==> config.mk <==
export PLATFORM = sky130hd
export DESIGN_NAME = edifact_segment_tokenizer
export DESIGN_NICKNAME = d
export VERILOG_FILES = /design/src/hdl/edst_pkg.sv /design/src/hdl/edst_front.sv /design/src/hdl/edst_queue.sv /design/src/hdl/edst_back.sv /design/src/hdl/edifact_segment_tokenizer.sv
export VERILOG_INCLUDE_DIRS = /design/src /design/src/hdl
export SDC_FILE = /design/constraint.sdc
export NUM_CORES = 1
export LEC_CHECK = 0
export BUFFER_PORTS_ARGS = -buffer_cell sky130_fd_sc_hd__buf_2
export CAP_MARGIN = 30
export CORE_ASPECT_RATIO = 1.75
export CORE_MARGIN = 2
export CORE_UTILIZATION = 60
export DETAILED_ROUTE_END_ITERATION = 10
export HOLD_SLACK_MARGIN = 0.12
export PLACE_DENSITY = 0.8
export SKIP_CTS_REPAIR_TIMING = 1
export SLEW_MARGIN = 5
export SYNTH_ARGS = -nofsm -noshare
export SYNTH_HDL_FRONTEND = slang
export SYNTH_SLANG_ARGS = --single-unit
==> constraint.sdc <==
create_clock -name clock -period 5.6 [get_ports clock]
set_input_delay 0.28 -clock clock [delete_from_list [all_inputs] [get_ports clock]]
set_output_delay 0.28 -clock clock [all_outputs]
set_load 0.01 [all_outputs]
==> src/hdl/edifact_segment_tokenizer_assert.svh <==
// Assertion helpers for the EDIFACT tokenizer.
`ifndef EDIFACT_SEGMENT_TOKENIZER_ASSERT_SVH
`define EDIFACT_SEGMENT_TOKENIZER_ASSERT_SVH

// The consequent must hold in the same cycle as the antecedent.
`define EST_ASSERT_SAME(lbl, clk, rst, ante, cons, msg) \
   lbl: assert property (@(posedge clk) disable iff (rst) (ante) |-> (cons)) \
      else $error(msg);

// The consequent must hold in the cycle after the antecedent.
`define EST_ASSERT_NEXT(lbl, clk, rst, ante, cons, msg) \
   lbl: assert property (@(posedge clk) disable iff (rst) (ante) |=> (cons)) \
      else $error(msg);

`endif

==> src/hdl/edst_pkg.sv <==
// ---------------------------------------------------------------------------
// edst_pkg
// Shared widths, codes and types of the EDIFACT segment tokenizer.
// ---------------------------------------------------------------------------
package edst_pkg;

   localparam int BYTE_W      = 8;
   localparam int TAG_W       = 24;
   localparam int KIND_W      = 3;
   localparam int ELEM_NUM_W  = 6;
   localparam int COMP_NUM_W  = 5;
   localparam int CSR_ADDR_W  = 3;
   localparam int CSR_DATA_W  = 24;
   localparam int RSP_TDATA_W = 48;
   localparam int RSP_PAD_W   = RSP_TDATA_W - BYTE_W - TAG_W - ELEM_NUM_W - COMP_NUM_W;

   localparam int Q_DEPTH = 4;
   localparam int Q_PTR_W = $clog2(Q_DEPTH);
   localparam int Q_CNT_W = $clog2(Q_DEPTH + 1);

   // Event kinds.
   localparam logic [KIND_W-1:0] EV_DATA     = 3'd0;
   localparam logic [KIND_W-1:0] EV_SUB_END  = 3'd1;
   localparam logic [KIND_W-1:0] EV_ELEM_END = 3'd2;
   localparam logic [KIND_W-1:0] EV_SEG_END  = 3'd3;
   localparam logic [KIND_W-1:0] EV_XCHG_END = 3'd4;
   localparam logic [KIND_W-1:0] EV_TAG      = 3'd5;

   // Register indexes.
   localparam logic [CSR_ADDR_W-1:0] CSR_SEG_TERM  = 3'd0;
   localparam logic [CSR_ADDR_W-1:0] CSR_ELEM_SEP  = 3'd1;
   localparam logic [CSR_ADDR_W-1:0] CSR_COMP_SEP  = 3'd2;
   localparam logic [CSR_ADDR_W-1:0] CSR_RELEASE   = 3'd3;
   localparam logic [CSR_ADDR_W-1:0] CSR_TRAILER   = 3'd4;

   // Register reset values.
   localparam logic [BYTE_W-1:0] RST_SEG_TERM = 8'd39;
   localparam logic [BYTE_W-1:0] RST_ELEM_SEP = 8'd43;
   localparam logic [BYTE_W-1:0] RST_COMP_SEP = 8'd58;
   localparam logic [BYTE_W-1:0] RST_RELEASE  = 8'd63;
   localparam logic [TAG_W-1:0]  RST_TRAILER  = 24'h554E5A;

   typedef struct packed {
      logic [BYTE_W-1:0] seg_term;
      logic [BYTE_W-1:0] elem_sep;
      logic [BYTE_W-1:0] comp_sep;
      logic [BYTE_W-1:0] release_byte;
      logic [TAG_W-1:0]  trailer_tag;
   } cfg_type;

   typedef struct packed {
      logic [KIND_W-1:0]     event_kind;
      logic [BYTE_W-1:0]     data_byte;
      logic [TAG_W-1:0]      segment_tag;
      logic [ELEM_NUM_W-1:0] element_number;
      logic [COMP_NUM_W-1:0] component_number;
   } result_type;

   typedef struct packed {
      logic       valid;
      result_type data;
   } push_type;

   typedef struct packed {
      logic       valid;
      result_type data;
   } head_type;

endpackage

==> src/hdl/edst_front.sv <==
// ---------------------------------------------------------------------------
// edst_front
// Holds the delimiter registers and the tokenizer state, classifies each
// accepted byte and pushes the resulting event, if any, into the queue.
// ---------------------------------------------------------------------------
module edst_front
   import edst_pkg::*;
#(
   parameter int MAX_ELEMENT_INDEX   = 63,
   parameter int MAX_COMPONENT_INDEX = 31
) (
   input  logic                  clock,
   input  logic                  reset,
   input  logic                  csr_we,
   input  logic [CSR_ADDR_W-1:0] csr_addr,
   input  logic [CSR_DATA_W-1:0] csr_wdata,
   input  logic                  req_tvalid,
   output logic                  req_tready,
   input  logic [BYTE_W-1:0]     req_tdata,
   input  logic                  req_tlast,
   input  logic                  q_full,
   output push_type              push
);

   localparam int EW = $clog2(MAX_ELEMENT_INDEX + 1);
   localparam int CW = $clog2(MAX_COMPONENT_INDEX + 1);

   localparam logic [1:0] PH_TAG  = 2'd0;
   localparam logic [1:0] PH_SKIP = 2'd1;
   localparam logic [1:0] PH_BODY = 2'd2;
   localparam logic [1:0] PH_DONE = 2'd3;

   cfg_type             cfg_ff;
   logic [1:0]          phase_ff, phase_in;
   logic [1:0]          tag_cnt_ff, tag_cnt_in;
   logic [TAG_W-1:0]    tag_ff, tag_in;
   logic                esc_ff, esc_in;
   logic [EW-1:0]       elem_ff, elem_in;
   logic [CW-1:0]       comp_ff, comp_in;
   logic                accept;
   logic [BYTE_W-1:0]   b;

   assign req_tready = !q_full;
   assign accept     = req_tvalid && req_tready;
   assign b          = req_tdata;

   always_ff @(posedge clock) begin
      if (reset) begin
         cfg_ff.seg_term     <= RST_SEG_TERM;
         cfg_ff.elem_sep     <= RST_ELEM_SEP;
         cfg_ff.comp_sep     <= RST_COMP_SEP;
         cfg_ff.release_byte <= RST_RELEASE;
         cfg_ff.trailer_tag  <= RST_TRAILER;
      end else if (csr_we) begin
         unique case (csr_addr)
            CSR_SEG_TERM: cfg_ff.seg_term     <= csr_wdata[BYTE_W-1:0];
            CSR_ELEM_SEP: cfg_ff.elem_sep     <= csr_wdata[BYTE_W-1:0];
            CSR_COMP_SEP: cfg_ff.comp_sep     <= csr_wdata[BYTE_W-1:0];
            CSR_RELEASE:  cfg_ff.release_byte <= csr_wdata[BYTE_W-1:0];
            CSR_TRAILER:  cfg_ff.trailer_tag  <= csr_wdata[TAG_W-1:0];
            default: ;
         endcase
      end
   end

   always_comb begin
      phase_in   = phase_ff;
      tag_cnt_in = tag_cnt_ff;
      tag_in     = tag_ff;
      esc_in     = esc_ff;
      elem_in    = elem_ff;
      comp_in    = comp_ff;

      push.valid                 = 1'b0;
      push.data.event_kind       = EV_DATA;
      push.data.data_byte        = '0;
      push.data.segment_tag      = tag_ff;
      push.data.element_number   = ELEM_NUM_W'(elem_ff);
      push.data.component_number = COMP_NUM_W'(comp_ff);

      unique case (phase_ff)
         PH_TAG: begin
            tag_in     = {tag_ff[TAG_W-BYTE_W-1:0], b};
            tag_cnt_in = 2'(tag_cnt_ff + 2'd1);
            if (tag_cnt_ff == 2'd2) begin
               tag_cnt_in            = '0;
               phase_in              = PH_SKIP;
               push.valid            = 1'b1;
               push.data.event_kind  = EV_TAG;
               push.data.segment_tag = tag_in;
            end
         end
         PH_SKIP: begin
            phase_in = PH_BODY;
         end
         PH_BODY: begin
            // Delimiters are checked in a fixed order so equal settings resolve
            // the same way every time.
            priority if (esc_ff) begin
               esc_in              = 1'b0;
               push.valid          = 1'b1;
               push.data.data_byte = b;
            end else if (b == cfg_ff.release_byte) begin
               esc_in = 1'b1;
            end else if (b == cfg_ff.seg_term) begin
               push.valid = 1'b1;
               if (tag_ff == cfg_ff.trailer_tag) begin
                  push.data.event_kind = EV_XCHG_END;
                  phase_in             = PH_DONE;
               end else begin
                  push.data.event_kind = EV_SEG_END;
                  phase_in             = PH_TAG;
               end
               elem_in    = '0;
               comp_in    = '0;
               esc_in     = 1'b0;
               tag_cnt_in = '0;
               tag_in     = '0;
            end else if (b == cfg_ff.elem_sep) begin
               push.valid           = 1'b1;
               push.data.event_kind = EV_ELEM_END;
               if (elem_ff < EW'(MAX_ELEMENT_INDEX)) begin
                  elem_in = EW'(elem_ff + EW'(1));
               end
               comp_in = '0;
            end else if (b == cfg_ff.comp_sep) begin
               push.valid           = 1'b1;
               push.data.event_kind = EV_SUB_END;
               if (comp_ff < CW'(MAX_COMPONENT_INDEX)) begin
                  comp_in = CW'(comp_ff + CW'(1));
               end
            end else begin
               push.valid          = 1'b1;
               push.data.data_byte = b;
            end
         end
         PH_DONE: ;
         default: ;
      endcase

      if (req_tlast) begin
         phase_in   = PH_TAG;
         tag_cnt_in = '0;
         tag_in     = '0;
         esc_in     = 1'b0;
         elem_in    = '0;
         comp_in    = '0;
      end

      push.valid = push.valid && accept;
   end

   always_ff @(posedge clock) begin
      if (reset) begin
         phase_ff   <= PH_TAG;
         tag_cnt_ff <= '0;
         tag_ff     <= '0;
         esc_ff     <= 1'b0;
         elem_ff    <= '0;
         comp_ff    <= '0;
      end else if (accept) begin
         phase_ff   <= phase_in;
         tag_cnt_ff <= tag_cnt_in;
         tag_ff     <= tag_in;
         esc_ff     <= esc_in;
         elem_ff    <= elem_in;
         comp_ff    <= comp_in;
      end
   end

endmodule

==> src/hdl/edst_queue.sv <==
// ---------------------------------------------------------------------------
// edst_queue
// Small first-in first-out buffer of events between the classifier and the
// output stage; push and pop may happen in the same cycle.
// ---------------------------------------------------------------------------
module edst_queue
   import edst_pkg::*;
(
   input  logic     clock,
   input  logic     reset,
   input  push_type push,
   output logic     q_full,
   output head_type head,
   input  logic     pop
);

   result_type         mem_ff [Q_DEPTH];
   logic [Q_PTR_W-1:0] wr_ptr_ff, rd_ptr_ff;
   logic [Q_CNT_W-1:0] cnt_ff, cnt_in;
   logic               do_pop;

   assign q_full     = (cnt_ff == Q_CNT_W'(Q_DEPTH));
   assign head.valid = (cnt_ff != '0);
   assign head.data  = mem_ff[rd_ptr_ff];
   assign do_pop     = pop && head.valid;

   always_comb begin
      cnt_in = cnt_ff;
      if (push.valid && !do_pop) begin
         cnt_in = Q_CNT_W'(cnt_ff + Q_CNT_W'(1));
      end else if (do_pop && !push.valid) begin
         cnt_in = Q_CNT_W'(cnt_ff - Q_CNT_W'(1));
      end
   end

   always_ff @(posedge clock) begin
      if (push.valid) begin
         mem_ff[wr_ptr_ff] <= push.data;
      end
   end

   always_ff @(posedge clock) begin
      if (reset) begin
         wr_ptr_ff <= '0;
         rd_ptr_ff <= '0;
         cnt_ff    <= '0;
      end else begin
         cnt_ff <= cnt_in;
         if (push.valid) begin
            wr_ptr_ff <= Q_PTR_W'(wr_ptr_ff + Q_PTR_W'(1));
         end
         if (do_pop) begin
            rd_ptr_ff <= Q_PTR_W'(rd_ptr_ff + Q_PTR_W'(1));
         end
      end
   end

endmodule

==> src/hdl/edst_back.sv <==
// ---------------------------------------------------------------------------
// edst_back
// Output register: takes the head of the queue whenever it is empty or its
// word is being taken, and drives the result channel.
// ---------------------------------------------------------------------------
module edst_back
   import edst_pkg::*;
(
   input  logic                   clock,
   input  logic                   reset,
   input  head_type               head,
   output logic                   pop,
   output logic                   rsp_tvalid,
   input  logic                   rsp_tready,
   output logic [RSP_TDATA_W-1:0] rsp_tdata,
   output logic [KIND_W-1:0]      rsp_tuser
);

   logic       valid_ff;
   result_type data_ff;

   assign pop = head.valid && (!valid_ff || rsp_tready);

   always_ff @(posedge clock) begin
      if (reset) begin
         valid_ff <= 1'b0;
      end else if (pop) begin
         valid_ff <= 1'b1;
      end else if (rsp_tready) begin
         valid_ff <= 1'b0;
      end
   end

   always_ff @(posedge clock) begin
      if (pop) begin
         data_ff <= head.data;
      end
   end

   assign rsp_tvalid = valid_ff;
   assign rsp_tuser  = data_ff.event_kind;
   assign rsp_tdata  = {{RSP_PAD_W{1'b0}}, data_ff.component_number,
                        data_ff.element_number, data_ff.segment_tag, data_ff.data_byte};

endmodule

==> src/hdl/edifact_segment_tokenizer.sv <==
// ---------------------------------------------------------------------------
// edifact_segment_tokenizer
// Splits an EDIFACT interchange, one byte per word, into tag, data and
// delimiter events with segment tag and element/subelement indices.
// ---------------------------------------------------------------------------
//   channel   direction  handshake          payload
//   req_      in         tvalid/tready      tdata: byte, tlast: end of message
//   rsp_      out        tvalid/tready      tdata: byte/tag/indices, tuser: kind
//   csr_      in         we (no wait)       addr: register index, wdata
//
// One byte is accepted every cycle while the four-entry event queue has room;
// its event is written into the queue and then registered in the output register.
// The queue plus the output register absorb result stalls; req_tready falls
// only when the queue is full. Synchronous reset restores the delimiter
// defaults and the start state; no clearing pass is needed.
// ---------------------------------------------------------------------------
module edifact_segment_tokenizer
   import edst_pkg::*;
#(
   parameter int MAX_ELEMENT_INDEX   = 63,
   parameter int MAX_COMPONENT_INDEX = 31
) (
   input  logic                   clock,
   input  logic                   reset,
   input  logic                   csr_we,
   input  logic [CSR_ADDR_W-1:0]  csr_addr,
   input  logic [CSR_DATA_W-1:0]  csr_wdata,
   input  logic                   req_tvalid,
   output logic                   req_tready,
   input  logic [BYTE_W-1:0]      req_tdata,   // [7:0] in_byte
   input  logic                   req_tlast,
   output logic                   rsp_tvalid,
   input  logic                   rsp_tready,
   // [7:0] data_byte, [31:8] segment_tag, [37:32] element_number,
   // [42:38] component_number, [47:43] zero
   output logic [RSP_TDATA_W-1:0] rsp_tdata,
   output logic [KIND_W-1:0]      rsp_tuser    // [2:0] event_kind
);

`include "edifact_segment_tokenizer_assert.svh"

   push_type push;
   head_type head;
   logic     q_full;
   logic     pop;

   edst_front #(
      .MAX_ELEMENT_INDEX   (MAX_ELEMENT_INDEX),
      .MAX_COMPONENT_INDEX (MAX_COMPONENT_INDEX)
   ) u_front (
      .clock      (clock),
      .reset      (reset),
      .csr_we     (csr_we),
      .csr_addr   (csr_addr),
      .csr_wdata  (csr_wdata),
      .req_tvalid (req_tvalid),
      .req_tready (req_tready),
      .req_tdata  (req_tdata),
      .req_tlast  (req_tlast),
      .q_full     (q_full),
      .push       (push)
   );

   edst_queue u_queue (
      .clock  (clock),
      .reset  (reset),
      .push   (push),
      .q_full (q_full),
      .head   (head),
      .pop    (pop)
   );

   edst_back u_back (
      .clock      (clock),
      .reset      (reset),
      .head       (head),
      .pop        (pop),
      .rsp_tvalid (rsp_tvalid),
      .rsp_tready (rsp_tready),
      .rsp_tdata  (rsp_tdata),
      .rsp_tuser  (rsp_tuser)
   );

   // Only data events carry a byte.
   `EST_ASSERT_SAME(a_byte_only_on_data, clock, reset,
      rsp_tvalid && (rsp_tuser != EV_DATA), rsp_tdata[BYTE_W-1:0] == '0,
      "non-data event carries a data byte")

   // A tag event carries zero element and subelement indices.
   `EST_ASSERT_SAME(a_tag_indices_zero, clock, reset,
      rsp_tvalid && (rsp_tuser == EV_TAG), rsp_tdata[42:32] == '0,
      "tag event with nonzero indices")

   // An event taken from the queue is in the output register next cycle.
   `EST_ASSERT_NEXT(a_pop_loads_output, clock, reset,
      pop, rsp_tvalid && (rsp_tuser == $past(head.data.event_kind)),
      "queue head not loaded into the output register")

endmodule
==> results of run 1 <==
-- cell families after synthesis --
logic type | share of synthesized area, %
xor+xnor | 3.98
simple gates | 10.3
mux | 10.3
compound gates | 4.99
fa+ha+maj | 1.08
flops | 66.9
buf+inv | 2.42
other cells | 0.0279
-- layout make-up --
class / instances / share of cell area [%]
diodes: 1 / 0.0164
clock buffers: 43 / 5.71
clock inverters: 9 / 0.475
inverters: 9 / 0.221
multi-input cells: 527 / 27.2
flip-flops and latches: 334 / 58.9
well taps: 296 / 2.43
repair buffers: 124 / 5.06
-- cell usage after synthesis (all sizes together) (3+ instances only) --
| master | count |
|---|---|
| mux2i | 6 |
| nand3 | 7 |
| a21oi | 34 |
| nor3 | 4 |
| o211ai | 3 |
| nand4 | 9 |
| inv | 9 |
| mux4 | 46 |
| xnor2 | 34 |
| a211o | 4 |
| mux2 | 25 |
| and3 | 4 |
| and2 | 13 |
| nand3b | 31 |
| a221o | 3 |
| or4 | 3 |
| nand2 | 117 |
| xor2 | 27 |
| a211oi | 5 |
| clkbuf | 26 |
| a22oi | 25 |
| nor2b | 7 |
| nor4 | 10 |
| dfxtp | 104 |
| nor2 | 57 |
| o21ai | 6 |
| edfxtp | 230 |
| a31oi | 4 |
| ha | 10 |
| buf | 29 |
| o21a | 3 |
-- flip-flops by register name, indices dropped and copies added (netlist names), 3 cells and up --
name and flops:
u_queue.mem_ff 184, u_back.rsp_tdata 43, u_back.rsp_tuser 3, u_front.cfg_ff 56, u_front.tag_ff 24, u_queue.cnt_ff 3, u_front.comp_ff 5, u_front.elem_ff 6
-- worst max path at each step --
stage                   endpoint                 from  slack (ps)
2_1_floorplan  u_queue.cnt_ff[2]    u_queue.cnt_ff[0]        1490
3_3_place_gp   u_queue.cnt_ff[2]  u_front.phase_ff[0]        2730
3_5_place_dp   u_queue.cnt_ff[2]  u_front.phase_ff[0]        2660
4_1_cts        u_queue.cnt_ff[2]  u_front.phase_ff[0]        2590
5_1_grt        u_queue.cnt_ff[2]  u_front.phase_ff[0]        2320
6_report       u_queue.cnt_ff[2]  u_front.phase_ff[0]        2540
-- worst reg2reg max path, cell delays in order (launching register included) --
cell and delay [ps]:
dfxtp_1 380, inv_1 110, ha_1 370, o31ai_1 130, a21oi_1 500, ha_1 310, inv_1 80, fa_1 440
xor2_1 190, or3_1 320, a21oi_1 150
-- through the flow --
stage / util, % / setup WS, ps / power, mW / instances
4_1_cts: 68.0 / 2590 / 6.15 / 1317
5_1_grt: 69.2 / 2320 / 6.35 / 1343
6_report: 69.2 / 2540 / 6.11 / 1343
2_1_floorplan: - / 1490 / 3.85 / 925
3_3_place_gp: 63.7 / 2730 / 4.17 / 1264
3_5_place_dp: 63.8 / 2660 / 4.20 / 1265
-- where the power goes --
part | internal [mW] | switching [mW] | leakage, nW
logic | 0.459 | 0.608 | 1.91
clock network | 1.12 | 0.834 | 0.469
registers | 2.96 | 0.126 | 2.90
-- routing by layer --
metal	track usage [%]	routed length, µm	up-vias	part of all wire (%)
li1	-	-	3612	-
met1	27.8	9780	3805	37
met2	40.1	14300	260	54
met3	2.70	1230	69	4.6
met4	12.5	1430	0	5.3
met5	0	0	-	0
==> out/qor.csv, run 1 <==
stage;metric;value;unit
route;wl_per_cell;19.9;µm
min_path;hold_depth;3;
floorplan;start_util;60.8;%
synthesis;yosys_warnings;0;
synthesis;ys_ff_latch;334;
setup_path;worstPathCellList;inv_1 -> ha_1 -> o31ai_1 -> a21oi_1 -> ha_1 -> inv_1 -> fa_1 -> xor2_1 -> or3_1 -> a21oi_1;
setup_path;cp_num_buf_inv;2;
synthesis;ys_seq_area_share;66.9;%
synthesis;synth_area;13400;µm²
finish;drive_gt1_share;22.3;%
timing;min_period_over_period;54.7;%
placed_design;gp_congestion;0.889;
route;postRouteAntennaNets;0;
synthesis;synth_top_area_share;51.4;%
setup_path;r2r-end;u_queue.cnt_ff[2];
synthesis;ys_dominant_reg_cell;edfxtp_1;
finish;n_fill_cell;1490;
setup_path;r2r-start;u_front.phase_ff[0];
route;vias_per_cell;5.77;
setup_path;slowest_stage;a21oi_1;
floorplan;die_h;202;µm
clocking;cts_tree;built;
synthesis;netlist_instances;921;
floorplan;fp-row-count;72;
synthesis;synth_top_area_cell;edfxtp_1;
job;maxCapViolations;0;
finish;final_common_cell;edfxtp_1;
synthesis;synth_area_leaders;edfxtp_1 (51%), dfxtp_1 (16%), mux4_2 (7.7%), nand2_1 (3.3%), xnor2_1 (2.2%);
finish;stdcell_area;15300;µm²
power;power.leakage;5.28;nW
global_routing;grt_max_degree;101;
setup_path;r2r_cells;10;
floorplan;die-area;23600;µm²
finish;fin_nets;1076;
placed_design;hpwl;17000;µm
global_routing;overflow;0;
synthesis;avgSynthCellArea;14.6;µm²
clocking;clock_sinks;334;
min_path;holdPathEnd;u_front.tag_ff[1];
placed_design;numPortBuffers;88;
synthesis;synth_edf_count;230;
min_path;worstHoldStart;req_tdata[1];
timing;fin_hold_ws;144;ps
setup_path;cp.arrival;3530;ps
route;drc_errors;0;
clocking;cts_root_buf;clkbuf_16;
timing;totalNegativeSetupSlack;0;ps
route;wl;26700;µm
finish;seq_area;8990;µm²
global_routing;antenna_found_initial;1;
timing;slew_headroom;34.5;%
setup_path;setup.worst_path.end_class;flip-flop;
timing;worstMarginPinSlew;982;ps
clocking;clk_path_buf_depth;3;
clocking;cts_made_buffers;28;
floorplan;ios;94;
floorplan;core-area;22100;µm²
timing;period_minus_slack;3060;ps
setup_path;crit_cells;10;
setup_path;critical_path.max_fanout;9;
min_path;hold_path_class;input port to flip-flop;
timing;max_clock_freq;326;MHz
power;power.density;400;nW/µm²
clocking;clk_pin_slew_worst_paths;70;ps
setup_path;cpPeakStageDelay;500;ps
finish;area_growth;13.7;%
finish;multi_input_area;4150;µm²
setup_path;critPathRequiredTime;6060;ps
run_status;outcome;completed;
global_routing;grt_pass1_wl;41400;µm
synthesis;synth_cell_type_count;59;
route;firstDrtPassIters;5;
floorplan;die_w;117;µm
finish;final_cell_mix;edfxtp_1 (230), nand2_1 (117), dfxtp_1 (102), buf_2 (88), nor2_1 (55);
synthesis;async_reset_ff_share;0;%
route;vias;7746;
setup_path;startpoint_type;flip-flop;
route;drt_iter0_markers;549;
timing;setup_viol;0;
global_routing;grt_pass1_vias;7610;
timing;grt_setup_unrepaired;no;
placed_design;dpl_cell_area;14100;µm²
timing;fin_skew;11.2;ps
power;ir_worst_vdd;292;µV
clocking;htree_levels;1;
setup_path;r2r_slack;2540;ps
timing;finalHoldViolations;0;
setup_path;cp_top_family;adder cells;
setup_path;worst-setup-path-type;flip-flop to flip-flop;
timing;slew_violations;0;
global_routing;grt_usage;23.1;%
clocking;clock_latency;550;ps
Note: power is estimated with default switching activity, not from simulation.
==> run 2: changes to the inputs <==
- ABC_AREA: not set -> 1
- CORE_UTILIZATION: 60 -> 54
- PLACE_DENSITY: 0.8 -> 0.76
- clock period: 5.6 -> 2.6 ns (I/O delays scaled with it)
==> run 2 against run 1 <==
Register-to-register slack worse by 2200 ps. Via count grew 26%. Critical path depth grew 5. Die area up 14%. Flip-flop and latch count did not move. Sequential share of layout area shrank 2.6 points. Clock power rose by 120%. Core utilization is 5.8 points lower.
==> out/qor.csv, run 2 <==
stage;metric;value;unit
synthesis;avgSynthCellArea;10.2;µm²
power;power.leakage;6.15;nW
route;wl;30600;µm
route;drt_iter0_markers;788;
finish;multi_input_area;4240;µm²
timing;min_period_over_period;88.7;%
clocking;clock_sinks;334;
synthesis;synth_area;13800;µm²
route;wl_per_cell;17.0;µm
synthesis;synth_common_cells;nor2_1 (235), edfxtp_1 (230), nand2_1 (220);
finish;drive_gt1_share;14.0;%
setup_path;cp_top_family;simple AND/OR/NAND/NOR gates;
floorplan;core-area;25200;µm²
synthesis;synth_area_leaders;edfxtp_1 (50%), dfxtp_1 (15%), nor2_1 (6.4%), nand2_1 (6.0%), o21ai_0 (5.5%);
placed_design;numPortBuffers;88;
synthesis;synth_cell_type_count;35;
finish;final_cell_mix;nor2_1 (230), edfxtp_1 (230), nand2_1 (220), o21ai_0 (153), dfxtp_1 (103);
global_routing;grt.met3_usage;2.70;%
global_routing;grt_pass1_wl;47600;µm
synthesis;ys_seq_area_share;65.0;%
floorplan;die_w;125;µm
setup_path;cpPeakStageDelay;390;ps
timing;slew_violations;0;
timing;finalHoldViolations;0;
timing;max_clock_freq;433;MHz
synthesis;netlist_instances;1358;
job;maxCapViolations;0;
finish;area_growth;15.6;%
global_routing;antenna_found_initial;0;
synthesis;synth_top_area_share;49.9;%
finish;seq_area;8990;µm²
clocking;clock_latency;570;ps
synthesis;yosys_warnings;0;
timing;slew_headroom;33.0;%
finish;fin_nets;1522;
global_routing;grt_pass1_vias;9374;
setup_path;setup.worst_path.end_class;flip-flop;
timing;fin_hold_ws;74.3;ps
setup_path;cp_num_buf_inv;3;
power;power.density;949;nW/µm²
timing;period_minus_slack;2310;ps
placed_design;gp_congestion;0.887;
timing;fin_skew;16.3;ps
floorplan;start_util;54.8;%
setup_path;slowest_stage;fa_1;
setup_path;startpoint_type;flip-flop;
timing;worstMarginPinSlew;1000;ps
run_status;outcome;completed;
synthesis;yosysMostFrequentCell;nor2_1;
power;power.total;15.2;mW
floorplan;die-area;27000;µm²
global_routing;grt_usage;22.0;%
global_routing;busiest_layer;met2;
setup_path;critical_path.max_fanout;3;
floorplan;die_h;216;µm
power;ir_worst_vdd;509;µV
setup_path;worst-setup-path-type;flip-flop to flip-flop;
setup_path;cp.arrival;2760;ps
clocking;cts_root_buf;clkbuf_16;
finish;n_fill_cell;1996;
route;vias;9789;
floorplan;fp-row-count;77;
setup_path;worstPathCellList;inv_1 -> nand2_1 -> nand2_1 -> nand2_1 -> nor2_1 -> nand2_1 -> o21ai_2 -> nand2_2 -> nand2_1 -> inv_2 -> ha_1 -> inv_1 -> fa_1 -> o21ai_0 -> a21oi_1;
global_routing;overflow;0;
setup_path;critPathRequiredTime;3050;ps
route;firstDrtPassIters;7;
synthesis;ys_ff_latch;334;
timing;setup_viol;0;
route;vias_per_cell;5.41;
clocking;clk_pin_slew_worst_paths;70;ps
setup_path;r2r_slack;290;ps
global_routing;met1_usage;26.0;%
clocking;htree_levels;1;
synthesis;synth_edf_count;230;
synthesis;ys_dominant_reg_cell;edfxtp_1;
clocking;clk_path_buf_depth;3;
global_routing;grt_use_met2;39.7;%
timing;grt_setup_unrepaired;no;
clocking;cts_tree;built;
finish;largest_register_ffs;184;
route;postRouteAntennaNets;0;
synthesis;async_reset_ff_share;0;%
setup_path;critPathMostFrequentCell;nand2_1;
synthesis;synth_top_area_cell;edfxtp_1;
min_path;hold_path_class;input port to flip-flop;
global_routing;grt_max_degree;82;
clocking;cts_made_buffers;28;
finish;regMostFlops;u_queue.mem_ff;
floorplan;ios;94;
finish;antenna_cells;0;
placed_design;hpwl;19800;µm
route;drc_errors;0;
## run 2: cell types whose count changed after synthesis, sizes merged, moves of 12 or more
cell,before,now
a22oi,25,0
and2,13,0
buf,29,17
clkbuf,26,52
inv,9,92
mux2,25,0
mux4,46,0
nand2,117,227
nand3,7,52
nand3b,31,3
nor2,57,245
o21ai,6,175
o22ai,0,46
xor2,27,6
## run 2: final timing paths
kind / startpoint / end / depth (start not counted)
setup / recovery: u_front.cfg_ff[24] / u_queue.cnt_ff[1] / 15
hold reg to reg: u_front.cfg_ff[51] / u_front.cfg_ff[51] / 2
hold / removal: req_tvalid / u_queue.wr_ptr_ff[0] / 7
setup reg to reg: u_front.cfg_ff[24] / u_queue.cnt_ff[1] / 15
## run 2: through the flow
step,area [µm²],instances,setup TNS (ps),util [%],setup slack (ps)
after global routing,16000,1808,0,63.3,45.0
after floorplan,13900,1362,-139920,-,-760
after global placement,14700,1723,0,58.2,331
after detailed placement,14700,1723,0,58.2,259
final,16000,1808,0,63.3,293
after CTS,15700,1775,0,62.0,276
## run 2: final cells by class
| cell class | instances | area share, % |
|---|---|---|
| sequential | 334 | 56.2 |
| multi-input combinational | 866 | 26.5 |
| timing repair buffer | 147 | 6.59 |
| clock buffer | 35 | 4.87 |
| tap | 316 | 2.47 |
| inverter | 93 | 2.18 |
| clock inverter | 17 | 1.12 |
## run 2: report_power, final
group	leakage (nW)	internal, mW	switching, mW	total (mW)
combinational	2.70	1.22	2.55	3.76
clock	0.457	2.37	1.96	4.33
sequential	2.99	6.76	0.314	7.08
## run 2: kinds of logic after synthesis
family                     share of synthesized area (%)
AOI/OAI and AO/OA                                   10.2
xor gates and xnor gates                            2.72
adders and majority gates                           1.05
buffers and inverters                               4.86
DFF                                                 65.0
other                                             0.0271
and+or+nand+nor                                     16.1
## run 2: metal layers
| metal | up-vias | share of wire [%] | wire length [µm] |
|---|---|---|---|
| met5 | - | 0 | 0 |
| met4 | 0 | 3.9 | 1200 |
| met3 | 76 | 4.5 | 1370 |
| met2 | 282 | 53 | 16100 |
| met1 | 4621 | 39 | 11900 |
| li1 | 4810 | - | - |
## run 2: worst register-to-register path, delay by kind of cell (launching register included)
family	cells	cell delay, ps
DFF	1	310
AOI/OAI and AO/OA	3	380
adders and majority gates	2	570
and+or+nand+nor	7	700
buffers and inverters	3	230
==> run 3: changes to the inputs <==
- PLACE_DENSITY: 0.76 -> 0.86
==> run 3 against run 2 <==
Die area unchanged. Critical path type unchanged. Clock-buffer cell count increased by 7. Total power is 0.87% lower. Global-route usage grew 0.15 points. Largest cell class unchanged. Register-to-register slack worse by 50 ps. Routed wire length up 0.50%. Worst setup slack lost 49 ps.
==> out/qor.csv, run 3 (synthesized netlist as in run 2, its figures left out) <==
stage;metric;value;unit
global_routing;grt_pass1_vias;9804;
clocking;htree_levels;1;
placed_design;hpwl;20300;µm
timing;period_minus_slack;2360;ps
floorplan;die_w;125;µm
timing;finalWorstSetupSlack;244;ps
finish;drive_gt1_share;13.2;%
route;postRouteAntennaNets;0;
timing;totalNegativeSetupSlack;0;ps
setup_path;critical_path.max_fanout;3;
route;vias_per_cell;5.57;
floorplan;ios;94;
min_path;worstHoldStart;req_tdata[7];
setup_path;r2r-start;u_front.cfg_ff[30];
setup_path;crit_start;u_front.cfg_ff[30];
global_routing;overflow;0;
timing;finalHoldViolations;0;
clocking;clock_latency;550;ps
timing;slew_headroom;34.2;%
global_routing;grt_pass1_wl;48400;µm
timing;grt_setup_unrepaired;no;
route;firstDrtPassIters;7;
clocking;clk_path_buf_depth;3;
clocking;cts_root_buf;clkbuf_16;
setup_path;cp.arrival;2790;ps
timing;setup_viol;0;
timing;min_period_over_period;90.6;%
power;power.density;947;nW/µm²
floorplan;start_util;54.8;%
route;vias;10100;
route;wl_per_cell;17.0;µm
floorplan;fp-row-count;77;
timing;fin_skew;10.6;ps
power;ir_worst_vdd;568;µV
setup_path;critPathRequiredTime;3030;ps
finish;regMostFlops;u_queue.mem_ff;
power;power.total;15.0;mW
placed_design;gp_congestion;0.882;
timing;slew_violations;0;
global_routing;antenna_found_initial;0;
timing;worstMarginPinSlew;984;ps
finish;largest_register_ffs;184;
route;drt_iter0_markers;1011;
timing;max_clock_freq;424;MHz
finish;fin_nets;1522;
finish;stdcell_area;15900;µm²
setup_path;worst-setup-path-type;flip-flop to flip-flop;
clocking;cts_tree;built;
placed_design;dp_slack;253;ps
run_status;outcome;completed;
global_routing;grt_usage;22.1;%
min_path;hold_path_class;input port to flip-flop;
global_routing;grt_max_degree;94;
finish;area_growth;14.9;%
floorplan;core-area;25200;µm²
clocking;clk_pin_slew_worst_paths;70;ps
floorplan;die_h;216;µm
placed_design;dpl_cell_area;14700;µm²
setup_path;setup.worst_path.end_class;flip-flop;
floorplan;die-area;27000;µm²
power;power.leakage;6.12;nW
finish;final_cell_mix;nor2_1 (230), edfxtp_1 (230), nand2_1 (220), o21ai_0 (153), dfxtp_1 (103);
clocking;cts_made_buffers;29;
finish;antenna_cells;0;
finish;fin_cells;1808;
placed_design;post-place-cells;1723;
placed_design;numPortBuffers;88;
clocking;clock_sinks;334;
job;maxCapViolations;0;
route;wl;30800;µm
route;drc_errors;0;
setup_path;startpoint_type;flip-flop;
## run 3: changes by cell type in the layout (fill, tap and decap cells not counted), moves of 3 or more
cell	before	now
clkinv_1	0	7
inv_6	6	0
clkbuf_1	3	9
buf_4	19	22
buf_12	7	4
## run 3: area by class of cell
class / instances / area (µm²)
clock inverter: 11 / 98.8
tap: 316 / 395
clock buffer: 42 / 815
timing repair buffer: 146 / 1010
fill: 1914 / 9350
multi-input combinational: 866 / 4240
sequential: 334 / 8990
inverter: 93 / 349
## run 3: metal layers
metal	GRT usage (%)	wire length, µm	vias to the layer above
met5	0	0	-
met3	3.22	1760	110
met4	12.1	1570	0
met2	40.6	16300	366
met1	24.4	11200	4775
li1	-	-	4811
## run 3: worst paths after layout
path,slack (ps),depth (start not counted),end
max,240,16,u_queue.cnt_ff[2]
min,80,5,u_front.tag_ff[7]
max reg2reg,240,16,u_queue.cnt_ff[2]
min reg2reg,480,2,u_front.cfg_ff[52]
## run 3: report_power, final
group	switching (mW)	internal (mW)
clock	1.79	2.36
combinational	2.63	1.22
sequential	0.282	6.77
total	4.70	10.3
## run 3: metrics by stage
stage	hold WS, ps	util [%]
6_report	78.2	63.0
3_5_place_dp	354	58.1
5_1_grt	121	63.0
3_3_place_gp	345	58.1
2_1_floorplan	256	-
4_1_cts	-211	61.7
## run 3: worst max-delay path: stages, from the launching register on
cell	delay, ps
dfxtp_1	320
xnor2_1	140
nand2_1	70
nor2_2	170
nand2_1	130
o21ai_2	180
nand2_2	80
nand2_1	90
inv_2	50
ha_1	180
inv_1	110
fa_1	210
nor2_1	50
nor2_1	90
nand2_1	80
o21ai_0	190
a21oi_1	80
